==> src/design/pcirgb_pkg.sv <==
package pcirgb_pkg;

    localparam int unsigned PIX_W  = 32;
    localparam int unsigned COMP_W = 8;
    localparam int unsigned PROD_W = 2 * COMP_W;
    localparam int unsigned OUT_W  = 16;
    localparam int unsigned CFG_W  = 2;

    typedef logic [1:0] t_model;
    typedef logic [1:0] t_bits_log2;

    localparam t_model MODEL_GRAY = 2'd0;
    localparam t_model MODEL_RGB  = 2'd1;
    localparam t_model MODEL_CMYK = 2'd2;

    localparam t_model     MODEL_RESET = MODEL_CMYK;
    localparam t_bits_log2 BITS_RESET  = 2'd0;

    typedef logic t_cfg_index;
    localparam t_cfg_index CFG_COLOR_MODEL = 1'b0;
    localparam t_cfg_index CFG_BITS_LOG2   = 1'b1;

    // stage 1 result: two factors per colour whose product divided by the mask
    // gives the component value
    typedef struct packed {
        logic [COMP_W-1:0] a_r;
        logic [COMP_W-1:0] a_g;
        logic [COMP_W-1:0] a_b;
        logic [COMP_W-1:0] w;
        t_bits_log2        bits_log2;
    } t_fact;

    typedef struct packed {
        logic [PROD_W-1:0] p_r;
        logic [PROD_W-1:0] p_g;
        logic [PROD_W-1:0] p_b;
        t_bits_log2        bits_log2;
    } t_prod;

    typedef struct packed {
        logic [COMP_W-1:0] q_r;
        logic [COMP_W-1:0] q_g;
        logic [COMP_W-1:0] q_b;
        t_bits_log2        bits_log2;
    } t_quot;

    typedef struct packed {
        logic [OUT_W-1:0] red;
        logic [OUT_W-1:0] green;
        logic [OUT_W-1:0] blue;
    } t_rgb;

    function automatic logic [COMP_W-1:0] mask_of(input t_bits_log2 bl2);
        logic [COMP_W-1:0] m;
        case (bl2)
            2'd0:    m = 8'h01;
            2'd1:    m = 8'h03;
            2'd2:    m = 8'h0F;
            default: m = 8'hFF;
        endcase
        return m;
    endfunction

    // 65535 / mask, exact for every component width
    function automatic logic [OUT_W-1:0] scale_of(input t_bits_log2 bl2);
        logic [OUT_W-1:0] s;
        case (bl2)
            2'd0:    s = 16'd65535;
            2'd1:    s = 16'd21845;
            2'd2:    s = 16'd4369;
            default: s = 16'd257;
        endcase
        return s;
    endfunction

    function automatic logic [COMP_W-1:0] comp_field(
        input logic [PIX_W-1:0] px,
        input t_bits_log2       bl2,
        input logic [1:0]       idx
    );
        logic [4:0]       amt;
        logic [PIX_W-1:0] sh;
        amt = 5'(idx) << bl2;
        sh  = px >> amt;
        return sh[COMP_W-1:0] & mask_of(bl2);
    endfunction

endpackage

==> src/design/pcirgb_pix_if.sv <==
interface pcirgb_pix_if;
    import pcirgb_pkg::*;

    logic             valid;
    logic             ready;
    logic [PIX_W-1:0] pixel_value;

    modport source (output valid, output pixel_value, input ready);
    modport sink   (input valid, input pixel_value, output ready);
endinterface

==> src/design/pcirgb_rgb_if.sv <==
interface pcirgb_rgb_if;
    import pcirgb_pkg::*;

    logic             valid;
    logic             ready;
    logic [OUT_W-1:0] red;
    logic [OUT_W-1:0] green;
    logic [OUT_W-1:0] blue;

    modport source (output valid, output red, output green, output blue, input ready);
    modport sink   (input valid, input red, input green, input blue, output ready);
endinterface

==> src/design/packed_color_index_to_rgb16.sv <==
// Packed pixel to 16-bit RGB decoder. Each request on i_pix carries one packed pixel
// (gray, R G B or C M Y K, last component in the low bits) and yields exactly one
// request on o_rgb with 16-bit red, green and blue. The colour model and the
// component width are set through the write port and are meant to be changed only
// while the pipeline is empty. The datapath is four register stages (unpack,
// multiply, divide by the mask, scale to 16 bits), and one pixel is accepted every
// clock as long as o_rgb is ready; each stage holds its item under back-pressure
// and fills its bubbles.
module packed_color_index_to_rgb16
    import pcirgb_pkg::*;
(
    input  logic               i_clk,
    input  logic               i_rst_n,
    input  logic               i_cfg_we,
    input  t_cfg_index         i_cfg_index,
    input  logic [CFG_W-1:0]   i_cfg_data,
    pcirgb_pix_if.sink         i_pix,
    pcirgb_rgb_if.source       o_rgb
);

    t_model     r_color_model;
    t_bits_log2 r_bits_log2;

    logic  fact_valid, fact_ready;
    t_fact fact_data;
    logic  quot_valid, quot_ready;
    t_quot quot_data;
    t_rgb  rgb_data;

    always_ff @(posedge i_clk) begin
        if (!i_rst_n) begin
            r_color_model <= MODEL_RESET;
            r_bits_log2   <= BITS_RESET;
        end else if (i_cfg_we) begin
            unique case (i_cfg_index)
                CFG_COLOR_MODEL: r_color_model <= i_cfg_data;
                CFG_BITS_LOG2:   r_bits_log2   <= i_cfg_data;
                default: ;
            endcase
        end
    end

    pcirgb_unpack u_unpack (
        .i_clk         (i_clk),
        .i_rst_n       (i_rst_n),
        .i_color_model (r_color_model),
        .i_bits_log2   (r_bits_log2),
        .i_valid       (i_pix.valid),
        .o_ready       (i_pix.ready),
        .i_pixel_value (i_pix.pixel_value),
        .o_valid       (fact_valid),
        .i_ready       (fact_ready),
        .o_data        (fact_data)
    );

    pcirgb_mul_div u_mul_div (
        .i_clk   (i_clk),
        .i_rst_n (i_rst_n),
        .i_valid (fact_valid),
        .o_ready (fact_ready),
        .i_data  (fact_data),
        .o_valid (quot_valid),
        .i_ready (quot_ready),
        .o_data  (quot_data)
    );

    pcirgb_scale u_scale (
        .i_clk   (i_clk),
        .i_rst_n (i_rst_n),
        .i_valid (quot_valid),
        .o_ready (quot_ready),
        .i_data  (quot_data),
        .o_valid (o_rgb.valid),
        .i_ready (o_rgb.ready),
        .o_data  (rgb_data)
    );

    assign o_rgb.red   = rgb_data.red;
    assign o_rgb.green = rgb_data.green;
    assign o_rgb.blue  = rgb_data.blue;

endmodule

==> src/design/pcirgb_unpack.sv <==
module pcirgb_unpack
    import pcirgb_pkg::*;
(
    input  logic             i_clk,
    input  logic             i_rst_n,
    input  t_model           i_color_model,
    input  t_bits_log2       i_bits_log2,
    input  logic             i_valid,
    output logic             o_ready,
    input  logic [PIX_W-1:0] i_pixel_value,
    output logic             o_valid,
    input  logic             i_ready,
    output t_fact            o_data
);

    logic              r_valid;
    t_fact             r_data;
    t_fact             n_data;
    logic [COMP_W-1:0] mask;
    logic [COMP_W-1:0] c0, c1, c2, c3;
    logic [COMP_W-1:0] gray;

    assign o_ready = !r_valid || i_ready;

    always_comb begin
        mask = mask_of(i_bits_log2);
        c0   = comp_field(i_pixel_value, i_bits_log2, 2'd0);
        c1   = comp_field(i_pixel_value, i_bits_log2, 2'd1);
        c2   = comp_field(i_pixel_value, i_bits_log2, 2'd2);
        c3   = comp_field(i_pixel_value, i_bits_log2, 2'd3);
        // one-bit gray is inverted: set bit is black
        gray = (i_bits_log2 == 2'd0) ? {{(COMP_W-1){1'b0}}, ~c0[0]} : c0;

        n_data.bits_log2 = i_bits_log2;
        unique case (i_color_model)
            MODEL_GRAY: begin
                n_data.a_r = gray;
                n_data.a_g = gray;
                n_data.a_b = gray;
                n_data.w   = mask;
            end
            MODEL_RGB: begin
                n_data.a_r = c2;
                n_data.a_g = c1;
                n_data.a_b = c0;
                n_data.w   = mask;
            end
            MODEL_CMYK: begin
                n_data.a_r = mask - c3;
                n_data.a_g = mask - c2;
                n_data.a_b = mask - c1;
                n_data.w   = mask - c0;
            end
            default: begin
                n_data.a_r = '0;
                n_data.a_g = '0;
                n_data.a_b = '0;
                n_data.w   = mask;
            end
        endcase
    end

    always_ff @(posedge i_clk) begin
        if (!i_rst_n) begin
            r_valid <= 1'b0;
        end else if (o_ready) begin
            r_valid <= i_valid;
        end
    end

    always_ff @(posedge i_clk) begin
        if (o_ready && i_valid) begin
            r_data <= n_data;
        end
    end

    assign o_valid = r_valid;
    assign o_data  = r_data;

endmodule

==> src/design/pcirgb_mul_div.sv <==
module pcirgb_mul_div
    import pcirgb_pkg::*;
(
    input  logic  i_clk,
    input  logic  i_rst_n,
    input  logic  i_valid,
    output logic  o_ready,
    input  t_fact i_data,
    output logic  o_valid,
    input  logic  i_ready,
    output t_quot o_data
);

    logic  r_prod_valid;
    t_prod r_prod;
    t_prod n_prod;
    logic  prod_ready;
    logic  r_quot_valid;
    t_quot r_quot;
    t_quot n_quot;

    assign o_ready    = !r_prod_valid || prod_ready;
    assign prod_ready = !r_quot_valid || i_ready;

    always_comb begin
        n_prod.p_r       = PROD_W'(i_data.a_r) * PROD_W'(i_data.w);
        n_prod.p_g       = PROD_W'(i_data.a_g) * PROD_W'(i_data.w);
        n_prod.p_b       = PROD_W'(i_data.a_b) * PROD_W'(i_data.w);
        n_prod.bits_log2 = i_data.bits_log2;
    end

    // x / (2^b - 1) for x up to the squared mask: (x + (x >> b) + 1) >> b
    function automatic logic [COMP_W-1:0] div_mask(
        input logic [PROD_W-1:0] x,
        input t_bits_log2        bl2
    );
        logic [3:0]        b;
        logic [PROD_W:0]   s;
        logic [PROD_W:0]   q;
        b = 4'd1 << bl2;
        s = {1'b0, x} + {1'b0, x >> b} + (PROD_W+1)'(1);
        q = s >> b;
        return q[COMP_W-1:0];
    endfunction

    always_comb begin
        n_quot.q_r       = div_mask(r_prod.p_r, r_prod.bits_log2);
        n_quot.q_g       = div_mask(r_prod.p_g, r_prod.bits_log2);
        n_quot.q_b       = div_mask(r_prod.p_b, r_prod.bits_log2);
        n_quot.bits_log2 = r_prod.bits_log2;
    end

    always_ff @(posedge i_clk) begin
        if (!i_rst_n) begin
            r_prod_valid <= 1'b0;
            r_quot_valid <= 1'b0;
        end else begin
            if (o_ready) begin
                r_prod_valid <= i_valid;
            end
            if (prod_ready) begin
                r_quot_valid <= r_prod_valid;
            end
        end
    end

    always_ff @(posedge i_clk) begin
        if (o_ready && i_valid) begin
            r_prod <= n_prod;
        end
        if (prod_ready && r_prod_valid) begin
            r_quot <= n_quot;
        end
    end

    assign o_valid = r_quot_valid;
    assign o_data  = r_quot;

endmodule

==> src/design/pcirgb_scale.sv <==
module pcirgb_scale
    import pcirgb_pkg::*;
(
    input  logic  i_clk,
    input  logic  i_rst_n,
    input  logic  i_valid,
    output logic  o_ready,
    input  t_quot i_data,
    output logic  o_valid,
    input  logic  i_ready,
    output t_rgb  o_data
);

    localparam int unsigned SCL_W = COMP_W + OUT_W;

    logic             r_valid;
    t_rgb             r_data;
    t_rgb             n_data;
    logic [OUT_W-1:0] k;
    logic [SCL_W-1:0] s_r, s_g, s_b;

    assign o_ready = !r_valid || i_ready;

    always_comb begin
        k   = scale_of(i_data.bits_log2);
        s_r = SCL_W'(i_data.q_r) * SCL_W'(k);
        s_g = SCL_W'(i_data.q_g) * SCL_W'(k);
        s_b = SCL_W'(i_data.q_b) * SCL_W'(k);
        n_data.red   = s_r[OUT_W-1:0];
        n_data.green = s_g[OUT_W-1:0];
        n_data.blue  = s_b[OUT_W-1:0];
    end

    always_ff @(posedge i_clk) begin
        if (!i_rst_n) begin
            r_valid <= 1'b0;
        end else if (o_ready) begin
            r_valid <= i_valid;
        end
    end

    always_ff @(posedge i_clk) begin
        if (o_ready && i_valid) begin
            r_data <= n_data;
        end
    end

    assign o_valid = r_valid;
    assign o_data  = r_data;

endmodule
==> src/flat_wrapper.sv <==
// flat-port wrapper written by rule: the top's interface ports become plain ports
module packed_color_index_to_rgb16_flat import pcirgb_pkg::*;
  (i_clk, i_rst_n, i_cfg_we, i_cfg_index, i_cfg_data, i_pix_valid, i_pix_pixel_value, i_pix_ready, o_rgb_valid, o_rgb_red, o_rgb_green, o_rgb_blue, o_rgb_ready);
  pcirgb_pix_if i_pix_i ();
  pcirgb_rgb_if o_rgb_i ();
  input  logic i_clk;
  input  logic i_rst_n;
  input  logic i_cfg_we;
  input  t_cfg_index i_cfg_index;
  input  logic [CFG_W-1:0] i_cfg_data;
  input wire logic [$bits(i_pix_i.valid)-1:0] i_pix_valid;
  input wire logic [$bits(i_pix_i.pixel_value)-1:0] i_pix_pixel_value;
  output wire logic [$bits(i_pix_i.ready)-1:0] i_pix_ready;
  output wire logic [$bits(o_rgb_i.valid)-1:0] o_rgb_valid;
  output wire logic [$bits(o_rgb_i.red)-1:0] o_rgb_red;
  output wire logic [$bits(o_rgb_i.green)-1:0] o_rgb_green;
  output wire logic [$bits(o_rgb_i.blue)-1:0] o_rgb_blue;
  input wire logic [$bits(o_rgb_i.ready)-1:0] o_rgb_ready;
  assign i_pix_i.valid = i_pix_valid;
  assign i_pix_i.pixel_value = i_pix_pixel_value;
  assign i_pix_ready = i_pix_i.ready;
  assign o_rgb_valid = o_rgb_i.valid;
  assign o_rgb_red = o_rgb_i.red;
  assign o_rgb_green = o_rgb_i.green;
  assign o_rgb_blue = o_rgb_i.blue;
  assign o_rgb_i.ready = o_rgb_ready;
  packed_color_index_to_rgb16 u_core (.i_clk(i_clk), .i_rst_n(i_rst_n), .i_cfg_we(i_cfg_we), .i_cfg_index(i_cfg_index), .i_cfg_data(i_cfg_data), .i_pix(i_pix_i), .o_rgb(o_rgb_i));
endmodule
==> config.mk <==
export PLATFORM = sky130hd
export DESIGN_NAME = packed_color_index_to_rgb16_flat
export DESIGN_NICKNAME = d
export VERILOG_FILES = /design/src/design/pcirgb_pkg.sv /design/src/design/pcirgb_pix_if.sv /design/src/design/pcirgb_rgb_if.sv /design/src/design/packed_color_index_to_rgb16.sv /design/src/design/pcirgb_unpack.sv /design/src/design/pcirgb_mul_div.sv /design/src/design/pcirgb_scale.sv /design/src/flat_wrapper.sv
export SDC_FILE = /design/constraint.sdc
export NUM_CORES = 1
export LEC_CHECK = 0
export BUFFER_PORTS_ARGS = -buffer_cell sky130_fd_sc_hd__buf_2
export CORE_MARGIN = 2
export CORE_UTILIZATION = 35
export DETAILED_ROUTE_END_ITERATION = 8
export HOLD_SLACK_MARGIN = 0.02
export PLACE_DENSITY_LB_ADDON = 0.15
export SLEW_MARGIN = 15
export SYNTH_ARGS = -nofsm -noshare
export SYNTH_HDL_FRONTEND = slang
export SYNTH_HIERARCHICAL = 1
export SYNTH_SLANG_ARGS = --single-unit
==> constraint.sdc <==
create_clock -name i_clk -period 14.9 [get_ports i_clk]
set_input_delay 0.745 -clock i_clk [delete_from_list [all_inputs] [get_ports i_clk]]
set_output_delay 0.745 -clock i_clk [all_outputs]
set_load 0.005 [all_outputs]
Yosys cells after proc, flatten, opt, wreduce, memory -nomap -nowiden

Cells that the tools add are included.

Bitwise gates (word level): 6
Reductions and logical operators: 17
Multiply operators: 6
Shift operators: 15
Equal/unequal tests: 6
Add/sub/neg operators: 10
Multiplexer cells: 4

Operator list:

| operator                                             | count |
|---|---|
| right shift 32 x 5 -> 8 bit                          | 4 |
| case mux 32 bit (3 select lines)                     | 1 |
| adder 16 x 16 -> 17 bit                              | 3 |
| adder 17 x 1 -> 17 bit (second input constant)       | 3 |
| right shift 17 x 4 -> 8 bit                          | 3 |
| multiplier 8 x 16 -> 16 bit                          | 3 |
| multiplier 8 x 8 -> 16 bit                           | 3 |
| case mux 16 bit (3 select lines)                     | 1 |
| right shift 16 x 4 -> 16 bit                         | 3 |
| bitwise AND 8 bit                                    | 4 |
| subtractor 8 bit                                     | 4 |
| case mux 8 bit (3 select lines)                      | 1 |
| << shifter 1 x 2 -> 5 bit (first input constant)     | 2 |
| << shifter 2 x 2 -> 5 bit (first input constant)     | 2 |
| two-way mux 8 bit                                    | 1 |
| equality test 2 x 1 -> 1 bit (second input constant) | 3 |
| equality test 2 bit (second input constant)          | 3 |
| logical NOT 2 bit                                    | 3 |
| logical AND 1 bit                                    | 4 |
| logical NOT 1 bit                                    | 4 |
| logical OR 1 bit                                     | 4 |
| AND reduction 2 bit                                  | 2 |
| << shifter 1 x 2 -> 4 bit (first input constant)     | 1 |
| NOT 1 bit                                            | 2 |

Bits of input ports: 40
Register bits after elaboration: 166
Logic and storage cells: 86
Output and inout port bits: 50

Logic depth before layout (Yosys ltp)

Gate-level depths: netlist of run 1.

Word-level depth: 6
Gate-level depth with buffers: 22
Mapped depth without buffers: 20

By module

The synthesis of run 1 kept the hierarchy.

Modules (own cells, without submodules):

| module                      | instances | area an instance (µm²) | cells each | seq. area each (µm²) |
|---|---|---|---|---|
| pcirgb_mul_div              | 1         | 12349.3                | 1313       | 2322.2 |
| pcirgb_scale                | 1         | 8002.7                 | 813        | 1461.4 |
| pcirgb_unpack               | 1         | 4531.8                 | 430        | 1041.0 |
| packed_color_index_to_rgb16 | 1         | 162.7                  | 17         | 80.1 |

Worst setup path after synthesis of run 1

OpenSTA, ideal clock, no wires.

Path kind: reg2reg
From: register u_core.u_mul_div.r_quot (netlist bit u_core/u_mul_div/o_data[1])
To: register u_core.u_scale.r_data (netlist bit u_core/u_scale/o_data[46]) (data pin)
Cell stages (with the launch flop): 20
Path slack: 10085 ps
Data required time: 14638 ps
Data arrival time: 4553 ps
Cell sequence: edfxtp_1 buf_2 nor2_4 clkbuf_1 buf_2 nand2_1 inv_1 fa_1 fa_1 fa_1 inv_1 fa_1 inv_1 ha_1 a21oi_1 nor2_1 a31o_2 a211oi_1 o21bai_1 xor2_1

Word-level cells in the longest chain between the ends: 3
Elaborated cells on any way between the ends: 5
Those cells by class: mul: 1; eq/ne: 2; mux: 1; reduce/logical: 1

Ends and longest elaborated chain:

| what                                        | RTL line             | source |
|---|---|---|
| start, declared                             | pcirgb_mul_div.sv:19 | `t_quot r_quot;` |
| start signal, assigned                      | pcirgb_mul_div.sv:72 | `r_quot <= n_quot;` |
| equality test 2 bit (tied with other cells) | pcirgb_pkg.sv:67     | `case (bl2)` |
| case mux 16 bit (3 select lines) (*)        | pcirgb_pkg.sv:67     |  |
| multiplier 8 x 16 -> 16 bit (*)             | pcirgb_scale.sv:26   | `s_r = SCL_W'(i_data.q_r) * SCL_W'(k);` |
| via u_core.u_scale.s_r[14]                  | pcirgb_scale.sv:20   | `logic [SCL_W-1:0] s_r, s_g, s_b;` |
| end signal, assigned                        | pcirgb_scale.sv:44   | `r_data <= n_data;` |
| end, declared                               | pcirgb_scale.sv:17   | `t_rgb r_data;` |

Mark *: on every way through the listed nets, which the timed path passes. The rest lies on a longest branch.
A chain may end at the register's enable or synchronous reset.

Worst setup path in the final report of run 1

From: register u_core.u_mul_div.r_quot (netlist bit u_core/u_mul_div/o_data[1])
To: register u_core.u_scale.r_data (netlist bit u_core/u_scale/o_data[15]) (data pin)

Word-level cells in the longest chain between the ends: 3
Elaborated cells on any way between the ends: 5
Those cells by class: mul: 1; eq/ne: 2; mux: 1; reduce/logical: 1

Ends and longest elaborated chain:

| what                                        | RTL line           | source |
|---|---|---|
| equality test 2 bit (tied with other cells) | pcirgb_pkg.sv:67   |  |
| case mux 16 bit (3 select lines) (*)        | pcirgb_pkg.sv:67   |  |
| multiplier 8 x 16 -> 16 bit (*)             | pcirgb_scale.sv:28 | `s_b = SCL_W'(i_data.q_b) * SCL_W'(k);` |
| via u_core.u_scale.s_b[15]                  | pcirgb_scale.sv:20 |  |

Marks and branches as above.

==> results of run 1 <==
worst paths after layout:
kind / endpoint / slack [ns] / depth (start not counted) / start
hold / removal: u_core/u_mul_div/n_quot[0] / 0.43 / 0 / u_core/u_unpack/o_data[0]
setup / recovery: u_core/u_scale/o_data[15] / 9.18 / 14 / u_core/u_mul_div/o_data[1]
setup reg to reg: u_core/u_scale/o_data[15] / 9.18 / 14 / u_core/u_mul_div/o_data[1]
hold reg to reg: u_core/u_mul_div/n_quot[0] / 0.43 / 0 / u_core/u_unpack/o_data[0]
report_power, final:
part           total [uW]  internal (uW)  switching [uW]
clock network         442            221             221
logic                2280           1030            1250
registers             747            679            68.4
total                3470           1930            1540
flip-flops by register name, summed over array words and instances (netlist names):
| register | flops |
|---|---|
| u_core/u_mul_div/o_valid | 1 |
| u_core/r_bits_log2 | 2 |
| u_core/u_unpack/o_valid | 1 |
| u_core/u_scale/o_data | 48 |
| u_core/u_mul_div/r_prod | 48 |
| u_core/u_scale/o_valid | 1 |
| u_core/u_unpack/o_data | 34 |
| u_core/u_mul_div/n_quot | 2 |
| u_core/r_color_model | 2 |
| u_core/u_mul_div/r_prod_valid | 1 |
| u_core/u_mul_div/o_data | 26 |
cells by family after synthesis:
logic type / Yosys count
muxes: 145
xor gates and xnor gates: 117
AOI/OAI and AO/OA: 416
and+or+nand+nor: 694
other: 3
buffers and inverters: 528
adders and majority gates: 504
DFF: 166
synthesized netlist by cell type, types with 6 or more instances:
cell                       instances  share of area
sky130_fd_sc_hd__inv_1           424          0.064
sky130_fd_sc_hd__ha_1            262           0.13
sky130_fd_sc_hd__fa_1            242           0.19
sky130_fd_sc_hd__and2_1          162          0.040
sky130_fd_sc_hd__nor2_1          161          0.024
sky130_fd_sc_hd__edfxtp_1        158           0.19
sky130_fd_sc_hd__nand2_1         158          0.024
sky130_fd_sc_hd__a21oi_1          99          0.020
sky130_fd_sc_hd__xnor2_1          88          0.031
sky130_fd_sc_hd__mux4_2           87          0.078
sky130_fd_sc_hd__clkbuf_1         65         0.0097
sky130_fd_sc_hd__o21ai_0          64          0.013
sky130_fd_sc_hd__mux2i_1          48          0.019
sky130_fd_sc_hd__o21a_1           39          0.012
sky130_fd_sc_hd__nor2b_1          35         0.0087
sky130_fd_sc_hd__nand3_1          32         0.0064
sky130_fd_sc_hd__nor3_1           30         0.0060
sky130_fd_sc_hd__xor2_1           28         0.0098
sky130_fd_sc_hd__nand2b_1         27         0.0067
sky130_fd_sc_hd__o22ai_1          27         0.0067
sky130_fd_sc_hd__a211oi_1         22         0.0066
sky130_fd_sc_hd__or2_2            22         0.0055
sky130_fd_sc_hd__a21o_1           17         0.0051
sky130_fd_sc_hd__o21ai_1          17         0.0034
sky130_fd_sc_hd__buf_2            14         0.0028
sky130_fd_sc_hd__o211ai_1         12         0.0036
sky130_fd_sc_hd__or3_1            12         0.0030
sky130_fd_sc_hd__and3_1           11         0.0027
sky130_fd_sc_hd__buf_4            10         0.0030
sky130_fd_sc_hd__o31a_1           10         0.0035
sky130_fd_sc_hd__a21boi_0          9         0.0027
sky130_fd_sc_hd__a31oi_1           9         0.0022
sky130_fd_sc_hd__buf_1             8         0.0012
sky130_fd_sc_hd__dfxtp_1           8         0.0064
sky130_fd_sc_hd__nand4_1           8         0.0020
sky130_fd_sc_hd__mux2_2            7         0.0031
sky130_fd_sc_hd__o21bai_1          7         0.0021
sky130_fd_sc_hd__o221ai_1          7         0.0024
sky130_fd_sc_hd__or4_1             7         0.0021
sky130_fd_sc_hd__a221oi_1          6         0.0021
sky130_fd_sc_hd__a22oi_1           6         0.0018
sky130_fd_sc_hd__a41oi_1           6         0.0021
sky130_fd_sc_hd__o31ai_1           6         0.0018
layout by cell type (no fill, tap or decap), types with 8 or more instances in the layout:
cell type,instances
sky130_fd_sc_hd__o21a_1,39
sky130_fd_sc_hd__dfxtp_1,8
sky130_fd_sc_hd__edfxtp_1,158
sky130_fd_sc_hd__a211oi_1,22
sky130_fd_sc_hd__a21boi_0,9
sky130_fd_sc_hd__o31a_1,10
sky130_fd_sc_hd__inv_1,424
sky130_fd_sc_hd__ha_1,260
sky130_fd_sc_hd__or2_2,22
sky130_fd_sc_hd__buf_4,19
sky130_fd_sc_hd__and3_1,11
sky130_fd_sc_hd__fa_1,242
sky130_fd_sc_hd__o211ai_1,12
sky130_fd_sc_hd__nor3_1,30
sky130_fd_sc_hd__a21oi_1,99
sky130_fd_sc_hd__nand4_1,8
sky130_fd_sc_hd__o22ai_1,27
sky130_fd_sc_hd__xor2_1,28
sky130_fd_sc_hd__mux2i_1,48
sky130_fd_sc_hd__nand2_1,158
sky130_fd_sc_hd__or3_1,12
sky130_fd_sc_hd__nor2b_1,34
sky130_fd_sc_hd__buf_2,89
sky130_fd_sc_hd__o21ai_1,17
sky130_fd_sc_hd__and2_1,160
sky130_fd_sc_hd__nor2_1,161
sky130_fd_sc_hd__xnor2_1,88
sky130_fd_sc_hd__a31oi_1,9
sky130_fd_sc_hd__a21o_1,17
sky130_fd_sc_hd__nand3_1,32
sky130_fd_sc_hd__clkbuf_16,17
sky130_fd_sc_hd__mux4_2,87
sky130_fd_sc_hd__o21ai_0,64
sky130_fd_sc_hd__nand2b_1,27
critical path: cells and delay by family (launching register included):
family	cells	cell delay, ns
and+or+nand+nor	3	1.30
xor gates and xnor gates	1	0.14
AOI/OAI and AO/OA	3	0.55
buffers and inverters	2	0.11
adders and majority gates	5	2.41
DFF	1	0.97
cell type report:
class	instances	area, um^2	share of cell area
well taps	950	1190	0.0441
clock buffers	18	429	0.0159
multi-input cells	1883	18100	0.672
clock inverters	14	136	0.00506
flip-flops and latches	166	4900	0.182
inverters	426	1600	0.0593
repair buffers	108	588	0.0218
layer usage:
layer | GRT usage | part of all wire
met2 | 0.294 | 0.50
met5 | 0 | 0
met3 | 0.0231 | 0.030
met4 | 0.0552 | 0.022
met1 | 0.205 | 0.44
per-stage QoR:
stage	instance area (um^2)	std cells	setup slack [ns]	power [uW]
2_1_floorplan	25100	2577	10.08	2550
3_3_place_gp	26400	3533	9.38	3010
3_5_place_dp	26400	3533	9.19	3050
4_1_cts	26900	3565	9.18	3510
5_1_grt	26900	3565	8.94	3840
6_report	26900	3565	9.18	3470
==> results by group, run 1 <==
Synth
  • Sequential cell area fraction in the yosys report: 0.196
  • Number of instances in the synthesized netlist: around 2600
  • Mean area per synthesized cell: 9.73 um^2
  • Combinational family with the most area after synthesis: adder cells
  • Share of synthesized cell area in full adder, half adder and majority cells: 0.324
  • Mapped cell area: 25000 um^2
  • Fraction of the mapped netlist area in simple logic gates: 0.142
  • Flop and latch count out of synthesis: 166
  • Compound-Gate Fraction of Synth Area: 0.111
  • Synth Area in XOR/XNOR: 0.0412
  • Prevailing post-synth register cell: sky130_fd_sc_hd__edfxtp_1
  • Number of flops mapped to enable cells by yosys: 158
  • Synth unique cells: 91
  • Yosys warning count: 6
  • Asr flop ratio synth: 0
  • Fraction of synthesized area in multiplexers: 0.102

Finish
  • NumNets Final: about 3100
  • Syn-to-layout area delta: 7.59%
  • Share of cells above drive strength 1: 0.110
  • Antenna cell count: 0
  • Post-route core utilization: 0.379
  • Layout fillers: a little over 7000

Die
  • Die X: 272 um
  • DIE AREA: approximately 74000 um^2
  • Floorplan row count: 98
  • Number of top-level design ports: 90
  • Placeable core area: 71100 um^2
  • Starting density of the core: 0.352
  • Die Span Y: 272 um

CTS
  • Maximum clock insertion buffer count: 2
  • Root Driver: sky130_fd_sc_hd__clkbuf_16
  • CTS Hold Bufs: 0
  • TritonCTS Sinks: 166
  • H-tree depth: 4
  • Post-CTS Setup Inserts: 0
  • Number of gates resized after cts: 0
  • Clock edge transition at the registers on the reported setup and hold paths: 0.07 ns
  • Clock insertion delay at the later pin of the skew report: 0.50 ns
  • Number of buffers added by the clock tree synthesis step: 17
  • TritonCTS clock tree: done

GRT
  • Number of antenna violations at the first check in global routing: 0
  • Number of global-route vias before repair: 18960
  • Gr usage total: 0.165
  • Global-route wire length before repair: 98.7 mm
  • Pin count of the biggest net entering global routing: 54
  • Gr ovfl total: 0

Drt
  • Number of optimization iterations in the first detailed-route pass: 5
  • Routed wire length per instance: 16.7 um
  • Detailed router's first-iteration violation count: between 900 and 1000
  • DRT antenna net count: 0
  • DRC errors left: 0
  • Routed WL: 59.5 mm
  • Vias per cell: 5.08
  • Vias after detailed routing: 18128

Worst setup path
  • Cell seen most often among critical-path stages: sky130_fd_sc_hd__fa_1
  • Crit path max fanout: 28
  • CP max stage delay: 0.97 ns
  • Critical Path Sink Type: flop
  • Setup crit start kind: flop
  • Worst-path cell chain: nand2_1 -> and2_1 -> fa_1 -> inv_1 -> fa_1 -> fa_1 -> fa_1 -> inv_1 -> ha_1 -> a21oi_1 -> a21boi_1 -> nor4_1 -> o31ai_1 -> xnor2_1
  • Required time at the endpoint of the critical path: between 15 and 20 ns
  • Master of the slowest instance on the critical path: sky130_fd_sc_hd__edfxtp_1
  • Classification of the worst setup path: reg2reg
  • Data arrival time of the worst path: 5.97 ns

Power
  • Areal power density over the cells: 129 nW/um^2
  • VDD IR-drop max: 0.115 mV
  • Static leakage: between 0.01 and 0.015 uW

Placed design
  • Global placer's final weighted congestion: 0.876
  • DPL Wire Length: 47.1 mm
  • IO Port Bufs: 89

STA
  • Unrepaired setup endpoints after global routing: false
  • Worst hold slack: around 0.43 ns
  • Setup skew after layout: ~0.015 ns
  • Worst Tran Pin Value: 1.13 ns
  • Highest attainable clock frequency: 0.175 GHz
  • Hold Violations, Final: 0
  • Crit path time final: approximately 5.7 ns
  • Sum Neg Setup Slack: 0 ns
  • Post-route fraction of the period consumed by the critical path: 0.384
  • Final setup violation count: 0
  • Count of pins over their slew limit: 0
  • Relative max-transition margin: 0.245

Min path
  • Hold WC Path Type: reg2reg

Job
  • Max-cap check violation count: 0

Run status
  • Result of the run: finished, final reports clean
Power figures use the tool's default switching activity.
==> run 2: changes to the inputs <==
- clock period: 14.9 -> 5.65 ns (I/O delays scaled with it)
==> run 2 against run 1 <==
Against the previous run:
- first-iteration DRC count fell by 11%
- non-clock buffer count rose by 14
- via count fell by 0.18%
- sequential share of layout area fell by 0.13 points
- combinational power rose to 2.7 times the previous value
- critical path depth rose by 4
- hold slack got worse by 0.35 ns
- register-to-register slack got worse by 8.7 ns
- sequential cell count did not move
- sequential power rose to 2.6 times the previous value
- highest routed layer unchanged
==> results by group, run 2 (synthesis gave the netlist of run 1 again) <==
Die
  • Die Span Y: 272 um
  • DIE AREA: around 74000 um^2
  • Number of top-level design ports: 90
  • Die X: 272 um
  • Floorplan row count: 98
  • Placeable core area: 71100 um^2
  • Starting density of the core: 0.352

Finish
  • Leading cell type in the layout, fill and taps excluded: sky130_fd_sc_hd__inv_1
  • Post-route core utilization: 0.382
  • Layout fillers: 7136
  • Multi-input logic area: between 15000 and 20000 um^2
  • Antenna cell count: 0
  • NumNets Final: 3160
  • Share of cells above drive strength 1: 0.114
  • Area occupied by registers: 4900 um^2
  • Syn-to-layout area delta: 8.35%
  • Most used cells in the layout excluding fill and tap cells: 424 x sky130_fd_sc_hd__inv_1, 260 x sky130_fd_sc_hd__ha_1, 242 x sky130_fd_sc_hd__fa_1
  • Design area: 27100 um^2

GRT
  • Gr usage total: 0.170
  • Number of antenna violations at the first check in global routing: 0
  • Global-route wire length before repair: 101 mm
  • Gr ovfl total: 0
  • Number of global-route vias before repair: 19207
  • Pin count of the biggest net entering global routing: 63

Run status
  • Result of the run: finished, final reports clean

Worst setup path
  • Count of buffering cells on the critical path with inverters included: 3
  • Worst-path cell chain: nor2_4 -> nand2_1 -> xor2_1 -> inv_1 -> ha_1 -> or2_2 -> fa_1 -> fa_1 -> inv_1 -> fa_1 -> inv_1 -> ha_1 -> a21oi_1 -> nor2_1 -> a31o_2 -> a211oi_1 -> o21bai_1 -> xor2_1
  • CP max stage delay: 0.61 ns
  • Master of the slowest instance on the critical path: sky130_fd_sc_hd__edfxtp_1
  • Flop-to-flop setup slack: roughly 0.47 ns
  • Classification of the worst setup path: reg2reg
  • Startpoint of the worst setup timing path: u_core/u_mul_div/o_data[1]
  • Number of cells on the critical path: 18
  • Data arrival time of the worst path: 5.42 ns
  • Critical Path Sink Type: flop
  • Worst setup path endpoint: u_core/u_scale/o_data[30]
  • Setup crit start kind: flop
  • Capture instance of the worst register-to-register path: u_core/u_scale/o_data[30]
  • Crit path max fanout: 15
  • Required time at the endpoint of the critical path: 5.89 ns
  • Reg-to-Reg Start: u_core/u_mul_div/o_data[1]
  • Largest delay contributor family on the critical path: adder cells
  • Cells on worst reg2reg path: 18

Power
  • Total power of the final layout: 9290 uW
  • Areal power density over the cells: 342 nW/um^2
  • Static leakage: 0.0123 uW
  • VDD IR-drop max: 0.271 mV

Job
  • Max-cap check violation count: 0

Min path
  • Hold WC Path Type: in2reg

STA
  • Final setup violation count: 0
  • Relative max-transition margin: 0.357
  • Unrepaired setup endpoints after global routing: false
  • Sum Neg Setup Slack: 0 ns
  • Worst Tran Pin Value: 0.961 ns
  • Highest attainable clock frequency: 0.193 GHz
  • Hold Violations, Final: 0
  • Count of pins over their slew limit: 0
  • Crit path time final: between 5 and 6 ns
  • Setup skew after layout: between 0.01 and 0.015 ns
  • Worst Setup Slack, final: 0.471 ns
  • Post-route fraction of the period consumed by the critical path: 0.917

Placed design
  • Worst slack, placed: 0.445 ns
  • Global placer's final weighted congestion: 0.889
  • DPL Wire Length: between 40 and 50 mm
  • IO Port Bufs: between 80 and 90
  • Placed inst area: 26500 um^2

Drt
  • Number of optimization iterations in the first detailed-route pass: 5
  • Vias after detailed routing: 18096
  • DRC errors left: 0
  • DRT antenna net count: 0
  • Routed WL: 60.8 mm
  • Routed wire length per instance: 17.0 um
  • Vias per cell: 5.06
  • Detailed router's first-iteration violation count: ~840

CTS
  • Maximum clock insertion buffer count: 2
  • Number of buffers added by the clock tree synthesis step: 17
  • TritonCTS clock tree: done
  • Clock insertion delay at the later pin of the skew report: about 0.49 ns
  • CTS Hold Bufs: 2
  • Number of gates resized after cts: 0
  • Clock edge transition at the registers on the reported setup and hold paths: ~0.08 ns
  • TritonCTS Sinks: 166
  • H-tree depth: 4
  • Root Driver: sky130_fd_sc_hd__clkbuf_16
  • Post-CTS Setup Inserts: 0
-- run 2: worst min-delay path by stage --
stage                         startpoint                          to  slack [ns]  depth (start not counted)
2_1_floorplan                    i_rst_n     u_core/r_color_model[1]        0.37                          1
4_1_cts                    i_cfg_data[0]       u_core/r_bits_log2[0]        0.03                          3
5_1_grt                          i_rst_n     u_core/r_color_model[1]        0.07                          2
3_5_place_dp   u_core/u_unpack/o_data[0]  u_core/u_mul_div/n_quot[0]        0.42                          0
3_3_place_gp   u_core/u_unpack/o_data[0]  u_core/u_mul_div/n_quot[0]        0.41                          0
6_report                   i_cfg_data[0]     u_core/r_color_model[0]        0.08                          3
-- run 2: stage by stage --
stage / instances / hold WS, ns
final: 3579 / 0.0849
after global routing: 3579 / 0.0679
after CTS: 3579 / 0.0337
after detailed placement: 3545 / 0.416
after global placement: 3545 / 0.412
after floorplan: 2577 / 0.371
-- run 2: final cells by class --
class | count | area share
Multi-Input combinational cell | 1883 | 0.667
Sequential cell | 166 | 0.181
Inverter | 426 | 0.0589
Tap cell | 950 | 0.0438
Timing Repair Buffer | 122 | 0.0262
Clock buffer | 17 | 0.0157
Clock inverter | 15 | 0.00756
-- run 2: metal layers --
layer  vias to the layer above  share of wire  global-route usage
met3                        81          0.030              0.0207
met1                      8837           0.44               0.210
met5                         -              0                   0
met4                         0          0.024              0.0545
li1                       8831              -                   -
met2                       347           0.51               0.305
-- run 2: where the power goes --
| group | total, uW | switching (uW) | internal (uW) |
|---|---|---|---|
| logic | 6060 | 3320 | 2740 |
| clock network | 1270 | 622 | 645 |
| registers | 1960 | 173 | 1790 |
-- run 2: worst register-to-register path: stages, from the launching register on --
cell and delay [ns]:
sky130_fd_sc_hd__edfxtp_1 0.61, sky130_fd_sc_hd__nor2_4 0.40, sky130_fd_sc_hd__nand2_1 0.12, sky130_fd_sc_hd__xor2_1 0.22, sky130_fd_sc_hd__inv_1 0.07, sky130_fd_sc_hd__ha_1 0.17
sky130_fd_sc_hd__or2_2 0.30, sky130_fd_sc_hd__fa_1 0.50, sky130_fd_sc_hd__fa_1 0.50, sky130_fd_sc_hd__inv_1 0.05, sky130_fd_sc_hd__fa_1 0.47, sky130_fd_sc_hd__inv_1 0.04
sky130_fd_sc_hd__ha_1 0.34, sky130_fd_sc_hd__a21oi_1 0.25, sky130_fd_sc_hd__nor2_1 0.06, sky130_fd_sc_hd__a31o_2 0.24, sky130_fd_sc_hd__a211oi_1 0.33, sky130_fd_sc_hd__o21bai_1 0.12
sky130_fd_sc_hd__xor2_1 0.15
